<file path="src/rtl/lgw_pkg.sv">
// Shared types and constants for the Lissajous gradient waveform block.
`timescale 1ns / 1ps
package lgw_pkg;

   localparam int DUR_W      = 24;
   localparam int TURN_W     = 20;
   localparam int KRAD_W     = 32;
   localparam int CSR_IDX_W  = 3;
   localparam int CSR_DATA_W = 32;
   localparam int OUT_W      = 48;

   localparam int TERMS   = 12;
   localparam int T_W     = 31;
   localparam int X_W     = 30;
   localparam int SC_W    = 33;
   localparam int RCP_W   = 34;
   localparam int RCP_SHIFT = 33;

   localparam logic [31:0] PI_Q30 = 32'd3373259426;
   localparam logic [T_W-1:0] ONE_T = T_W'(1) << 30;
   localparam logic signed [SC_W-1:0] ONE_SC = SC_W'(1) << 30;

   localparam logic [RCP_W-1:0] RCP_NUM = RCP_W'(1) << RCP_SHIFT;
   localparam logic [RCP_W-1:0] RECIP_TAB [0:TERMS] = '{
      RCP_W'(0),        RCP_NUM / 34'd1,  RCP_NUM / 34'd2,  RCP_NUM / 34'd3,
      RCP_NUM / 34'd4,  RCP_NUM / 34'd5,  RCP_NUM / 34'd6,  RCP_NUM / 34'd7,
      RCP_NUM / 34'd8,  RCP_NUM / 34'd9,  RCP_NUM / 34'd10, RCP_NUM / 34'd11,
      RCP_NUM / 34'd12
   };

   typedef enum logic [CSR_IDX_W-1:0] {
      CSR_AXIS, CSR_DURATION, CSR_RADIAL, CSR_AZIMUTH, CSR_KRADIUS
   } csr_index_type;

   localparam logic [1:0] AXIS_X = 2'd0;
   localparam logic [1:0] AXIS_Y = 2'd1;
   localparam logic [1:0] AXIS_Z = 2'd2;

   typedef struct packed {
      logic       mirror;
      logic [1:0] quad;
   } sc_ctl_type;

endpackage

</file>
<file path="src/rtl/lgw_div_cell.sv">
// One restoring-division cell: consumes one dividend bit, emits one quotient bit.
`timescale 1ns / 1ps
module lgw_div_cell #(
   parameter int W = 8
) (
   input  logic                      clock,
   input  logic [lgw_pkg::DUR_W-1:0] divisor,
   input  logic [lgw_pkg::DUR_W-1:0] rem_i,
   input  logic [W-1:0]              work_i,
   output logic [lgw_pkg::DUR_W-1:0] rem_o,
   output logic [W-1:0]              work_o
);
   import lgw_pkg::*;

   logic [DUR_W:0]   trial;
   logic             take;
   logic [DUR_W-1:0] rem_in, rem_ff;
   logic [W-1:0]     work_in, work_ff;

   always_comb begin
      trial   = {rem_i, work_i[W-1]};
      take    = trial >= {1'b0, divisor};
      rem_in  = take ? DUR_W'(trial - {1'b0, divisor}) : trial[DUR_W-1:0];
      work_in = {work_i[W-2:0], take};
   end

   always_ff @(posedge clock) begin
      rem_ff  <= rem_in;
      work_ff <= work_in;
   end

   assign rem_o  = rem_ff;
   assign work_o = work_ff;
endmodule

</file>
<file path="src/rtl/lgw_div_chain.sv">
// Row of division cells; the low CELLS bits of the result hold the quotient.
`timescale 1ns / 1ps
module lgw_div_chain #(
   parameter int W     = 8,
   parameter int CELLS = 8
) (
   input  logic                      clock,
   input  logic [lgw_pkg::DUR_W-1:0] divisor,
   input  logic [W-1:0]              dividend,
   output logic [W-1:0]              work_out
);
   import lgw_pkg::*;

   logic [DUR_W-1:0] rem_w  [0:CELLS];
   logic [W-1:0]     work_w [0:CELLS];

   assign rem_w[0]  = '0;
   assign work_w[0] = dividend;

   for (genvar i = 0; i < CELLS; i++) begin : g_cell
      lgw_div_cell #(.W(W)) u_cell (
         .clock   (clock),
         .divisor (divisor),
         .rem_i   (rem_w[i]),
         .work_i  (work_w[i]),
         .rem_o   (rem_w[i+1]),
         .work_o  (work_w[i+1])
      );
   end

   assign work_out = work_w[CELLS];
endmodule

</file>
<file path="config.mk">
export PLATFORM = sky130hd
export DESIGN_NAME = lgw_div_chain
export DESIGN_NICKNAME = d
export VERILOG_FILES = /design/src/rtl/lgw_pkg.sv /design/src/rtl/lgw_div_cell.sv /design/src/rtl/lgw_div_chain.sv
export SDC_FILE = /design/constraint.sdc
export NUM_CORES = 1
export LEC_CHECK = 0
export ABC_AREA = 1
export BUFFER_PORTS_ARGS = -buffer_cell sky130_fd_sc_hd__buf_2
export CAP_MARGIN = 15
export CORE_MARGIN = 2
export CORE_UTILIZATION = 39
export DETAILED_ROUTE_END_ITERATION = 10
export SETUP_SLACK_MARGIN = 0.3
export SYNTH_ARGS = -nofsm -noshare
export SYNTH_HDL_FRONTEND = slang
export SYNTH_SLANG_ARGS = --single-unit
</file>
<file path="constraint.sdc">
create_clock -name clock -period 2.4 [get_ports clock]
set_input_delay 0.24 -clock clock [delete_from_list [all_inputs] [get_ports clock]]
set_output_delay 0.24 -clock clock [all_outputs]
set_load 0.01 [all_outputs]
</file>
=== After elaboration in Yosys (flattened, before gate mapping) ===
Cells that the tools add are included.

* Output and inout port bits: 8
* Flip-flop bits (word level): 232
* Input bits: 33
* Word-level logic and storage cells: 38

* Add/sub/neg operators: 7
* Multiplexer cells: 7
* $lt $le $gt $ge: 8

{| class="wikitable"
|+ Operators with widths
! kind !! number
|-
| >= comparator 25 x 24 -> 1 bit || 7
|-
| 2-to-1 mux 24 bit || 6
|-
| subtractor 24 bit || 6
|-
| >= comparator 1 x 24 -> 1 bit || 1
|-
| subtractor 1 x 24 -> 24 bit || 1
|-
| 2-to-1 mux 1 bit || 1
|}

=== Longest topological paths before layout ===
Gate-level depths: netlist of the first run.

* Depth in word-level cells: 2
* Gate-level depth with buffers: 14
* Mapped depth without buffers: 14

=== Modules after synthesis ===
Synthesis of the first run repeated with hierarchy kept, for this count alone.

* Cell total of the unflattened synthesis: 4,131
* Area, all modules: 23,857.9 um^2

{| class="wikitable"
|+ Modules (own cells, without submodules)
! module !! cells each !! area an instance (um^2) !! seq. area each (um^2) !! instances
|-
| lgw_div_cell (g_cell[0].u_cell ...) || 518 || 2,976.6 || 640.6 || 5
|-
| lgw_div_cell (g_cell[6].u_cell) || 512 || 3,007.9 || 640.6 || 1
|-
| lgw_div_cell (g_cell[2].u_cell) || 515 || 2,981.6 || 640.6 || 1
|-
| lgw_div_cell (g_cell[3].u_cell) || 513 || 2,981.6 || 640.6 || 1
|-
| lgw_div_chain || 1 || 3.8 || 0.0 || 1
|}

=== Least setup slack after synthesis of the first run ===
OpenSTA, ideal clock, no wires.

* Kind: input-to-reg
* Start point: input port divisor[11] (netlist name)
* End point: register g_cell[1].u_cell.rem_ff[18]
* Buffers on the path: 1
* Stages on the path: 13
* Setup time: 0.113 ns
* Arrival: 1.744 ns
* Data required time: 2.287 ns
* Slack: 0.543 ns
* Path through: inv_1 ha_1 nand2_1 inv_1 nand2_1 nand2_1 nand2_1 nand2_1 a21oi_4 nand3_2 buf_6 nand2_1 nand2_1

* Cells in the longest elaborated chain, start to end: 2
* Elaborated cells between the ends (all ways): 3
* Those cells by class: add/sub (1); order compare (1); mux (1)

{| class="wikitable"
|+ RTL lines
! what !! line !! source
|-
| start, declared || lgw_div_chain.sv:8 || <nowiki>input logic [lgw_pkg::DUR_W-1:0] divisor,</nowiki>
|-
| subtractor 24 bit / >= comparator 25 x 24 -> 1 bit (equally long branches) || lgw_div_cell.sv:23, lgw_div_cell.sv:22 ||
|-
| 2-to-1 mux 24 bit (*) || lgw_div_cell.sv:23 || <nowiki>rem_in = take ? DUR_W'(trial - {1'b0, divisor}) : trial[DUR_W-1:0];</nowiki>
|-
| named net g_cell[1].u_cell.rem_in[18] || lgw_div_cell.sv:17 || <nowiki>logic [DUR_W-1:0] rem_in, rem_ff;</nowiki>
|-
| end signal, assigned || lgw_div_cell.sv:28 || <nowiki>rem_ff <= rem_in;</nowiki>
|-
| end, declared || lgw_div_cell.sv:17 ||
|}

The timed path passes the listed nets; every way through them passes the cells marked *.
A chain may end at the register's enable or synchronous reset.

=== Final worst setup path of the first run ===
* Start point: register g_cell[5].u_cell.rem_ff[19]
* End point: register g_cell[6].u_cell.rem_ff[3]

* Cells in the longest elaborated chain, start to end: 2

{| class="wikitable"
|+ RTL lines
! what !! line !! source
|-
| start, declared || lgw_div_cell.sv:17 ||
|-
| start signal, assigned || lgw_div_cell.sv:28 ||
|-
| >= comparator 25 x 24 -> 1 bit || lgw_div_cell.sv:22 || <nowiki>take = trial >= {1'b0, divisor};</nowiki>
|-
| 2-to-1 mux 24 bit || lgw_div_cell.sv:23 ||
|-
| named net g_cell[6].u_cell.rem_in[3] || lgw_div_cell.sv:17 ||
|-
| end signal, assigned || lgw_div_cell.sv:28 ||
|-
| end, declared || lgw_div_cell.sv:17 ||
|}

The timed path passes the listed nets, and every way through them passes these cells.

==> results of run 1 <==
## flip-flops by register name, summed over array words and instances, names as in the netlist
signal,flops
g_cell.u_cell.work_o,64
g_cell.u_cell.rem_o,168
## per-layer routing
| metal | vias up | global-route usage, % | wire [um] | share of wire [%] |
|---|---|---|---|---|
| met2 | 542 | 42.1 | 28900 | 46 |
| met5 | - | 0 | 0 | 0 |
| li1 | 10200 | - | - | - |
| met1 | 8712 | 32.8 | 28700 | 45 |
| met4 | 0 | 8.65 | 2310 | 3.6 |
| met3 | 112 | 2.26 | 3570 | 5.6 |
## worst max-delay path, cell delays in order (launching register included)
cell     delay, ps
dfxtp_1        350
ha_1           380
nand2_1         90
inv_1           70
nand3_1        130
nor3_4         270
nand4_4        230
buf_12         230
nand4_1         90
nand2_1         60
## power breakdown
| part | total, mW | leakage [nW] | switching [mW] | internal (mW) |
|---|---|---|---|---|
| Sequential | 3.93 | 1.90 | 0.0310 | 3.90 |
| Combinational | 1.47 | 10.6 | 0.942 | 0.530 |
| Clock | 4.50 | 0.464 | 1.88 | 2.62 |
## worst max-delay path by stage
stage	start	endpoint	slack (ps)	cells past startpoint
after floorplan	divisor[11]	g_cell[1].u_cell.rem_o[18]	540	13
after global placement	divisor[0]	g_cell[4].u_cell.rem_o[16]	6	11
after detailed placement	divisor[12]	g_cell[5].u_cell.rem_o[21]	-10	14
after CTS	g_cell[2].u_cell.rem_o[15]	g_cell[3].u_cell.rem_o[6]	300	9
after global routing	g_cell[5].u_cell.rem_o[20]	g_cell[6].u_cell.rem_o[1]	250	9
final	g_cell[5].u_cell.rem_o[19]	g_cell[6].u_cell.rem_o[3]	380	9
## kinds of logic (layout without fill, tap and decap cells)
logic type | count (synthesis) | after routing | share of synthesized area (%)
compound gates | 100 | 100 | 3.11
xor+xnor | 65 | 65 | 3.00
fa+ha+maj | 176 | 176 | 11.8
flops | 232 | 232 | 24.5
buf+inv | 641 | 800 | 13.4
simple gates | 1961 | 1968 | 44.2
## synth_stat cells (all sizes together) (9+ instances only)
master	n	area [um^2]
o21ai	10	50.0
inv	589	2210
xor2	57	499
nand4	193	1230
clkbuf	9	33.8
buf	42	285
nand3b	10	75.1
a21oi	81	473
nand2	1339	5030
nor2	204	793
nor3	31	201
ha	170	2130
dfxtp	232	4640
nand3	171	973
## timing repair
action / CTS / global route
endpoints found under the hold margin: 16 / 0
pin swaps: 2 / 14
setup endpoints to repair: 27 / 147
cloned: 0 / 8
hold buffers: 17 / 0
resized for setup: 9 / 112
buffers inserted: 0 / 7
## cell type report
class	count	share of cell area [%]
Inverter	590	9.88
Clock buffer	32	3.38
Clock inverter	21	1.01
Tap cell	615	3.43
Sequential cell	232	20.8
Multi-Input combinational cell	2309	54.9
Timing Repair Buffer	157	6.58
==> results.sh, run 1 <==
export IMPL_status="completed"
export IMPL_hold_violations=0
export IMPL_peakVddDrop_uv=413
export IMPL_die_w_um=225
export IMPL_rsz0062_at_grt="true"
export IMPL_cp_end_kind="flip-flop"
export IMPL_hpwl_um=49600
export IMPL_post_synth_cell_area_avg_um2=5.98
export IMPL_numClockSinks=232
export IMPL_vias=19600
export IMPL_syn_instance_count=3175
export IMPL_synthArstFlopShare_pct=0
export IMPL_timing_rr_start="g_cell[5].u_cell.rem_o[19]"
export IMPL_clk_latency_ps=580
export IMPL_hold_ws_ps=39.3
export IMPL_cellPowerDensity_mw_per_mm2=442
export IMPL_cts_buffers=29
export IMPL_post_route_util_pct=46.9
export IMPL_leakagePower_nw=13.0
export IMPL_netlist_area_mm2=0.0190
export IMPL_drt_initial_drc_count=1510
export IMPL_io_pins=41
export IMPL_rr_worst_depth=9
export IMPL_max_cap_violations=0
export IMPL_dp_cells=3871
export IMPL_final_max_slew_violation_count=0
export IMPL_grt_pass1_vias=18200
export IMPL_fin_crit_ps=2020
export IMPL_ys_flop_type="dfxtp_1"
export IMPL_hold_end="g_cell[0].u_cell.rem_o[23]"
export IMPL_clock_fmax_ghz=0.495
export IMPL_antenna_cells=0
export IMPL_dr_pass1_iters=6
export IMPL_cts_tree="done"
export IMPL_clk_pin_slew_ps=60
export IMPL_synth_edf_count=0
export IMPL_synth_seq_cells=232
export IMPL_fin_cells=3956
export IMPL_grt_usage_pct=24.7
export IMPL_crit_fanout=24
export IMPL_synth_yosys_seq_area_share_pct=24.5
export IMPL_port_buffers=40
export IMPL_hold_start="divisor[22]"
export IMPL_setup_tns_ps=0
export IMPL_layout_commonest_cell="nand2_1"
export IMPL_syn_nets=3384
export IMPL_drc=0
export IMPL_hold_path_class="input port to flip-flop"
export IMPL_rows=80
export IMPL_wire_per_inst_um=16.0
export IMPL_multi_input_area_mm2=0.0123
export IMPL_rrSetupSlack_ps=380
export IMPL_fillers=5073
export IMPL_overflow=0
export IMPL_holdPathStages=5
export IMPL_critical_path_class="flip-flop to flip-flop"
export IMPL_fin_skew_ps=32.2
export IMPL_dp_slack_ps=-13.0
export IMPL_wl_um=63500
export IMPL_cts_root_buf="clkbuf_16"
export IMPL_regArea_mm2=0.00466
export IMPL_cp_start_kind="flip-flop"
export IMPL_worstPathArrival_ps=2490
export IMPL_area_growth_pct=18.2
export IMPL_worst_slew_margin_rel_pct=51.0
export IMPL_setup_slack_ps=381
export IMPL_r2r_end="g_cell[6].u_cell.rem_o[3]"
export IMPL_cts_buffer_depth=3
export IMPL_post_route_period_util_pct=84.1
export IMPL_gp_routability_congestion=0.977
export IMPL_worst_slew_pin_slew_ps=734
export IMPL_nets=3528
export IMPL_viasPerCell=4.95
export IMPL_die_h_um=225
export IMPL_htree_levels=1
export IMPL_synthDistinctLibCells=34
export IMPL_grt_max_degree=26
export IMPL_ant_nets=0
export IMPL_final_cell_mix="1330 x nand2_1, 582 x inv_1, 220 x dfxtp_1"
export IMPL_final_area_mm2=0.0224
export IMPL_drive_gt1_share_pct=9.76
export IMPL_dieArea_mm2=0.0504
export IMPL_yosysWarnings=0
export IMPL_required_ps=2870
export IMPL_placed_cell_area_mm2=0.0205
export IMPL_antenna_found_initial=2
export IMPL_p_total_mw=9.91
export IMPL_grt_pass1_wl_um=97800
export IMPL_core_mm2=0.0478
export IMPL_setup_violations=0
export IMPL_initial_core_util_pct=39.6
(Power assumes the default switching activity.)
==> inputs of run 2 (changes only) <==
==> constraint.sdc (replaced) <==
create_clock -name clock -period 1.7 [get_ports clock]
set_input_delay 0.17 -clock clock [delete_from_list [all_inputs] [get_ports clock]]
set_output_delay 0.17 -clock clock [all_outputs]
set_load 0.01 [all_outputs]
==> run 2 against run 1 <==
  * Combinational power grew to 2.6 times the previous value
  * Critical path type unchanged
  * Hold slack got worse by 21 ps
  * Sequential cell count unchanged
  * Cell count rose by 18%
  * The run now ends with negative setup slack left
  * Sequential share of layout area is 5.8 points lower
  * Utilization grew 21 points
  * Maximum frequency up 1.9%
  * Via count rose by 21%
  * Global-route usage grew 5.6 points
  * Power is 64% higher
==> results.sh, run 2 (synthesis gave the netlist of run 1 again) <==
export IMPL_clk_latency_ps=610
export IMPL_drc=0
export IMPL_io_pins=41
export IMPL_max_stage_delay_ps=360
export IMPL_htree_levels=1
export IMPL_die_w_um=225
export IMPL_hold_path_class="input port to flip-flop"
export IMPL_clk_pin_slew_ps=70
export IMPL_setup_slack_ps=-282
export IMPL_area_growth_pct=72.1
export IMPL_met2_usage_pct=50.3
export IMPL_peakVddDrop_uv=826
export IMPL_dieArea_mm2=0.0504
export IMPL_cts_root_buf="clkbuf_16"
export IMPL_status="complete, but fails checks"
export IMPL_fin_skew_ps=61.1
export IMPL_final_max_slew_violation_count=0
export IMPL_vias=23800
export IMPL_fin_crit_ps=1980
export IMPL_drive_gt1_share_pct=43.8
export IMPL_gp_routability_congestion=0.975
export IMPL_grt_pass1_vias=22400
export IMPL_cp_end_kind="flip-flop"
export IMPL_port_buffers=40
export IMPL_layout_commonest_cell="nand2_1"
export IMPL_worstPathArrival_ps=2430
export IMPL_final_area_mm2=0.0327
export IMPL_overflow=0
export IMPL_fillers=3764
export IMPL_grt_usage_pct=30.3
export IMPL_wire_per_inst_um=17.6
export IMPL_dr_pass1_iters=6
export IMPL_grt_busiest_layer="met2"
export IMPL_slowest_stage="dfxtp_4"
export IMPL_rsz0062_at_grt="true"
export IMPL_crit_fanout=8
export IMPL_initial_core_util_pct=39.6
export IMPL_grt_use_met1_pct=37.9
export IMPL_antenna_found_initial=2
export IMPL_violations="negative setup slack"
export IMPL_cts_buffer_depth=3
export IMPL_required_ps=2150
export IMPL_cts_buffers=28
export IMPL_critical_path_class="flip-flop to flip-flop"
export IMPL_largest_reg_flops=168
export IMPL_worst_slew_margin_rel_pct=73.4
export IMPL_wl_um=82100
export IMPL_viasPerCell=5.09
export IMPL_final_cell_mix="1023 x nand2_1, 672 x buf_4, 519 x inv_1"
export IMPL_nets=4242
export IMPL_cellPowerDensity_mw_per_mm2=497
export IMPL_placed_cell_area_mm2=0.0255
export IMPL_worst_slew_pin_slew_ps=395
export IMPL_clock_fmax_ghz=0.504
export IMPL_setup_violations=150
export IMPL_rows=80
export IMPL_use_met3_pct=3.45
export IMPL_leakagePower_nw=17.7
export IMPL_hpwl_um=57500
export IMPL_die_h_um=225
export IMPL_ant_nets=0
export IMPL_cp_start_kind="flip-flop"
export IMPL_numClockSinks=232
export IMPL_hold_violations=0
export IMPL_grt_pass1_wl_um=119000
export IMPL_p_total_mw=16.2
export IMPL_cp_cell_sequence="ha_4 -> nand2_4 -> nor2_4 -> inv_2 -> nor3_4 -> buf_6 -> a21oi_4 -> buf_12 -> clkbuf_16 -> nand4_1 -> nand2_1"
export IMPL_post_route_period_util_pct=117
export IMPL_max_cap_violations=0
export IMPL_grt_max_degree=25
export IMPL_core_mm2=0.0478
export IMPL_cts_tree="done"
export IMPL_post_route_util_pct=68.2
export IMPL_drt_initial_drc_count=1861
-- run 2: cell type report --
cell class,count,area [um^2],area share [%]
sequential,232,4890,15.0
antenna,1,2.50,0.00766
tap,615,769,2.36
inverter,590,2230,6.82
multi-input combinational,2311,15900,48.7
clock buffer,31,732,2.24
timing repair buffer,870,7790,23.9
clock inverter,18,322,0.985
-- run 2: report_power, final --
group	internal (mW)	switching [mW]
clock network	4.21	2.68
logic	1.79	2.04
registers	5.45	0.0546
total	11.4	4.77
-- run 2: per-stage QoR --
| step | hold WS, ps | std cells | setup WS, ps | TNS (ps) |
|---|---|---|---|---|
| after floorplan | 198 | 3175 | -61.0 | -6680 |
| after global placement | 272 | 4458 | -619 | -70960 |
| after detailed placement | 274 | 4458 | -586 | -71890 |
| after CTS | 6.99 | 4607 | -205 | -16350 |
| after global routing | 43.5 | 4668 | -328 | -33450 |
| final | 18.6 | 4668 | -282 | -24400 |
-- run 2: worst max-delay path: cells and delay by family, from the launching register on --
kind,cells,cell delay [ps]
DFF,1,360
AOI/OAI and AO/OA,1,50
and+or+nand+nor,5,600
buffers and inverters,4,500
adders and majority gates,1,300
-- run 2: path summary, 6_finish.rpt --
path	from	endpoint	slack (ps)	depth (start not counted)
max reg2reg	g_cell[1].u_cell.rem_o[18]	g_cell[2].u_cell.rem_o[17]	-280	11
max	g_cell[1].u_cell.rem_o[18]	g_cell[2].u_cell.rem_o[17]	-280	11
min	divisor[15]	g_cell[0].u_cell.rem_o[17]	20	6
min reg2reg	g_cell[0].u_cell.work_o[1]	g_cell[1].u_cell.work_o[2]	320	0
-- run 2: timing repair --
action                                 CTS  global route
buffers inserted                        62            50
hold buffers                            18             0
pin swaps                              190           238
gates cloned                            20            10
endpoints found under the hold margin   16             0
gates resized for setup                593           463
setup endpoints to repair              151           157
-- run 2: per-layer routing --
layer / up-vias / wire length [um]
met5: - / 0
met1: 10800 / 33000
met3: 326 / 5320
li1: 11600 / -
met2: 976 / 38000
met4: 0 / 5830
